===== config.mk =====
export PLATFORM = sky130hd
export DESIGN_NAME = rwo_cell
export DESIGN_NICKNAME = d
export VERILOG_FILES = /design/src/rtl/core/rolling_window_ohlc_assert.svh /design/src/rtl/core/rwo_pkg.sv /design/src/rtl/core/rwo_cell.sv
export SDC_FILE = /design/constraint.sdc
export NUM_CORES = 1
export LEC_CHECK = 0
export BUFFER_PORTS_ARGS = -buffer_cell sky130_fd_sc_hd__buf_4
export CAP_MARGIN = 20
export CORE_AREA = 2 2 203 205
export DETAILED_ROUTE_END_ITERATION = 6
export DIE_AREA = 0 0 205 207
export MAX_ROUTING_LAYER = met4
export PLACE_DENSITY_LB_ADDON = 0.15
export SYNTH_ARGS = -nofsm -noshare
export SYNTH_HDL_FRONTEND = slang
export SYNTH_SLANG_ARGS = --single-unit

===== constraint.sdc =====
create_clock -name i_clk -period 3.9 [get_ports i_clk]
set_clock_uncertainty 0.15 [all_clocks]
set_input_delay 0.195 -clock i_clk [delete_from_list [all_inputs] [get_ports i_clk]]
set_output_delay 0.195 -clock i_clk [all_outputs]
set_load 0.1 [all_outputs]

===== src/rtl/core/rolling_window_ohlc_assert.svh =====
// Assertion macros shared by the rolling window OHLC RTL.
`ifndef ROLLING_WINDOW_OHLC_ASSERT_SVH
`define ROLLING_WINDOW_OHLC_ASSERT_SVH

// Condition must hold on every clock edge outside reset.
`define RWO_ASSERT_ALWAYS(label, clk, rst_n, cond) \
    label: assert property (@(posedge clk) disable iff (!(rst_n)) (cond)) \
        else $error("assertion failed");

// Implication in the same cycle, outside reset.
`define RWO_ASSERT_IMPL(label, clk, rst_n, ante, cons) \
    label: assert property (@(posedge clk) disable iff (!(rst_n)) (ante) |-> (cons)) \
        else $error("assertion failed");

// Implication in the next cycle, outside reset.
`define RWO_ASSERT_NEXT(label, clk, rst_n, ante, cons) \
    label: assert property (@(posedge clk) disable iff (!(rst_n)) (ante) |=> (cons)) \
        else $error("assertion failed");

`endif


===== src/rtl/core/rwo_pkg.sv =====
// Shared constants and types for the rolling window OHLC block.
`timescale 1ns / 1ps
package rwo_pkg;

    localparam int WINDOW_MAX_DEF  = 64;
    localparam int PRICE_WIDTH_DEF = 32;
    localparam int TAG_WIDTH       = 32;
    localparam int LEN_WIDTH       = 7;
    localparam logic [LEN_WIDTH-1:0] LEN_RESET = 7'd25;

    // Per-cell control from the top level.
    typedef struct packed {
        logic shift;    // load bar from left neighbor
        logic in_win;   // cell lies inside the current window
        logic oldest;   // cell holds the oldest bar of the window
    } t_cell_ctl;

endpackage


===== src/rtl/core/rwo_cell.sv =====
// One window cell: holds a bar and folds it into the passing accumulator.
`timescale 1ns / 1ps
module rwo_cell
    import rwo_pkg::*;
#(
    parameter int PRICE_WIDTH = PRICE_WIDTH_DEF
) (
    input  logic                   i_clk,
    input  t_cell_ctl              i_ctl,
    input  logic [TAG_WIDTH-1:0]   i_tag,
    input  logic [PRICE_WIDTH-1:0] i_high,
    input  logic [PRICE_WIDTH-1:0] i_low,
    input  logic [PRICE_WIDTH-1:0] i_close,
    output logic [TAG_WIDTH-1:0]   o_tag,
    output logic [PRICE_WIDTH-1:0] o_high,
    output logic [PRICE_WIDTH-1:0] o_low,
    output logic [PRICE_WIDTH-1:0] o_close,
    input  logic [TAG_WIDTH-1:0]   i_acc_tag,
    input  logic [PRICE_WIDTH-1:0] i_acc_close,
    input  logic [PRICE_WIDTH-1:0] i_acc_hi,
    input  logic [PRICE_WIDTH-1:0] i_acc_lo,
    output logic [TAG_WIDTH-1:0]   o_acc_tag,
    output logic [PRICE_WIDTH-1:0] o_acc_close,
    output logic [PRICE_WIDTH-1:0] o_acc_hi,
    output logic [PRICE_WIDTH-1:0] o_acc_lo
);

    logic [TAG_WIDTH-1:0]   r_tag;
    logic [PRICE_WIDTH-1:0] r_high;
    logic [PRICE_WIDTH-1:0] r_low;
    logic [PRICE_WIDTH-1:0] r_close;
    logic [TAG_WIDTH-1:0]   r_acc_tag;
    logic [PRICE_WIDTH-1:0] r_acc_close;
    logic [PRICE_WIDTH-1:0] r_acc_hi;
    logic [PRICE_WIDTH-1:0] r_acc_lo;

    // bar storage, shifts one place on each accepted bar
    always_ff @(posedge i_clk) begin
        if (i_ctl.shift) begin
            r_tag   <= i_tag;
            r_high  <= i_high;
            r_low   <= i_low;
            r_close <= i_close;
        end
    end

    // accumulator stage, moves one cell per cycle
    always_ff @(posedge i_clk) begin
        if (i_ctl.in_win) begin
            r_acc_hi <= ($signed(r_high) > $signed(i_acc_hi)) ? r_high : i_acc_hi;
            r_acc_lo <= ($signed(r_low) < $signed(i_acc_lo)) ? r_low : i_acc_lo;
        end else begin
            r_acc_hi <= i_acc_hi;
            r_acc_lo <= i_acc_lo;
        end
        if (i_ctl.in_win && i_ctl.oldest) begin
            r_acc_tag   <= r_tag;
            r_acc_close <= r_close;
        end else begin
            r_acc_tag   <= i_acc_tag;
            r_acc_close <= i_acc_close;
        end
    end

    assign o_tag       = r_tag;
    assign o_high      = r_high;
    assign o_low       = r_low;
    assign o_close     = r_close;
    assign o_acc_tag   = r_acc_tag;
    assign o_acc_close = r_acc_close;
    assign o_acc_hi    = r_acc_hi;
    assign o_acc_lo    = r_acc_lo;

endmodule


==> run_results.csv <==
group,metric,value,unit
finish,nets,2115,
yosys,yosysWarnings,0,
placed_design,port_buffers,515,
floorplanning,die_area,42440,µm²
placed_design,gp_congestion,0.8540,
placed_design,pre_cts_slack,0.5871,ns
global_route,grt_pass1_vias,11970,
sta,final.setup.tns,0,ns
sta,worst_slew_pin_slew,1.037,ns
global_route,grt_antenna_before_repair,4,
worst_hold_path,hold_path.class,"in2reg",
pwr,power_frac_seq,32.4,%
yosys,synthesis.area,11790,µm²
clock_network,cts_root_buf,"clkbuf_16",
pwr,combPwrFrac,38.9,%
routing,drtIter0Drc,572,
pwr,switchingPower,4242,µW
global_route,grt.overflow.total,0,
clock_network,cts_tree,"done",
clock_network,cts_buffer_depth,3,
sta,rsz0062_at_grt,"no",
yosys,synthArstFlopShare,0,%
yosys,synth_cell_types,42,
yosys,ys_seq_area_share,54.33,%
floorplanning,chipHeight,207,µm
finish,syn_to_final_growth,69.04,%
clock_network,cts_buffers,31,
floorplanning,io_pins,516,
global_route,track_usage,21.03,%
routing,wl_per_cell,19.27,µm
critical_path,crit_path_end_kind,"flop",
routing,avgViaCountPerCell,4.947,
yosys,syn_nets,1367,
yosys,ys_seq_elements,256,
yosys,synth_edf_count,128,
sta,postLayoutSetupSlackWorst,0.1961,ns
placed_design,place_inst,2027,
sta,relSlewSlack,30.88,%
run,maxCapViolCount,0,
global_route,grt_pass1_wl,68.21,mm
placed_design,dp_hpwl,31.59,mm
sta,fin_crit,3.704,ns
yosys,yosysTopAreaCellShare,32.60,%
yosys,synth.avg_cell_area,11.29,µm²
pwr,power.internal,5966,µW
yosys,syn_inst,1044,
pwr,powerDensity,512.1,nW/µm²
yosys,synth_commonest_cells,"dfxtp_1, edfxtp_1, nand2_1",
pwr,ir_worst_vdd,0.0003630,V
critical_path,arrival,4.02,ns
critical_path,required,4.22,ns
critical_path,path_max_fanout,30,
status,status,"finished with violations",
routing,via_count,11630,
finish,drive_above_1_share,35.96,%
finish,instances_no_fill,2351,
critical_path,critical_path_class,"reg2reg",
floorplanning,die_w,205,µm
pwr,power_leakage,0.008718,µW
sta,period_share,94.97,%
sta,fmax,270.0,MHz
yosys,yosys.area.top_type,"edfxtp_1",
status,violations,"hold timing",
yosys,ys_top_cells_by_area,"edfxtp_1, dfxtp_1, ha_1",
floorplanning,rows,74,
global_route,grt_max_degree,129,
pwr,switching_share,41.56,%
routing,dr.pass1.iters,5,
routing,wirelength,45.31,mm
floorplanning,core_area,40370,µm²
sta,slew_violations,0,
clock_network,cts.sinks,256,
floorplanning,initial_core_util,29.21,%
yosys,synthFlopType,"edfxtp_1",
clock_network,htreeDepth,1,
pwr,pwr-share-clk,28.7,%
sta,timing.hold.ws,-0.003111,ns
critical_path,startpoint_type,"flop",
routing,remaining_drc_errors,0,
routing,ant_nets,0,
clock_network,clk_pin_slew,0.06,ns
clock_network,clock_latency,0.59,ns
sta,setup_viol_count_final,0,
sta,hold_viol_final,1,
-- cells by family (layout without fill, tap and decap cells) --
family	after synthesis	after routing	share of synthesized area, %
buf+inv	145	917	4.902
other cells	0	3	0
compound gates	269	269	16.89
flops	256	256	54.33
mux	64	64	6.112
simple gates	247	247	11.08
fa+ha+maj	63	63	6.685
-- registers in the layout, summed over array words and instances, names as in the netlist --
name and cells:
o_low 32, o_acc_tag 32, o_tag 32, o_close 32, o_acc_lo 32, o_high 32
o_acc_close 32, o_acc_hi 32
-- metrics by stage --
stage | total power (µW) | cell area, µm² | utilization (%)
2_1_floorplan | 6102 | 11790 | -
3_3_place_gp | 7071 | 16260 | 40.27
3_5_place_dp | 7099 | 16260 | 40.27
4_1_cts | 10310 | 19900 | 49.29
5_1_grt | 10580 | 19930 | 49.37
6_report | 10210 | 19930 | 49.37
-- power groups by stage --
stage / sequential, µW / combinational [µW] / clock (µW)
after detailed placement: 3360 / 3740 / 0
final: 3310 / 3970 / 2930
after floorplan: 5420 / 684 / 0
after CTS: 3310 / 3980 / 3020
after global placement: 3360 / 3710 / 0
after global routing: 3340 / 4140 / 3110
-- per-layer routing --
metal	share of wire, %	vias up	track usage [%]
met2	50	426	35.99
li1	-	5524	-
met3	6.5	74	4.563
met1	40	5607	24.76
met4	2.9	0	5.805
met5	0	-	-
-- critical path, cell delays in order, from the launching register on --
cell           delay [ns]
edfxtp_1             0.43
ha_1                 0.35
nand4_1              0.19
or4_4                0.58
or3_1                0.34
o22a_4               0.25
buf_12               0.18
a41o_1               0.23
a311o_1              0.31
dlygate4sd3_1        0.56
-- layout by cell type, fill, tap and decap left out, types with 34 or more instances in the layout --
cell type / count
inv_1: 64
nand2_1: 108
buf_4: 527
nand3_1: 41
edfxtp_1: 128
a21oi_1: 88
ha_1: 62
mux2_2: 64
dlygate4sd3_1: 262
nand2b_1: 34
dfxtp_1: 128
-- worst paths after layout --
kind	startpoint	endpoint	slack, ns	depth (start not counted)
setup / recovery	o_low[27]	o_acc_lo[27]	0.20	9
hold / removal	i_ctl[2]	o_close[3]	-0.003	1
setup reg to reg	o_low[27]	o_acc_lo[27]	0.20	9
hold reg to reg	o_close[27]	o_acc_close[27]	0.35	1
-- final cells by class --
cell class              instances  area (µm²)
fillers                      3632       20440
repair buffers                796        6710
flip-flops and latches        256        6406
multi-input cells             643        4882
clock buffers                  43       830.8
well taps                     532       665.6
inverters                      64       240.2
clock inverters                14       188.9
diodes                          3       7.507
-- what timing repair did --
action,in CTS,in global routing
endpoints found under the setup margin,0,5
endpoints found under the hold margin,256,0
hold buffers,262,0
gates resized for setup,0,2
buffers inserted,0,2
(Power assumes the default switching activity.)
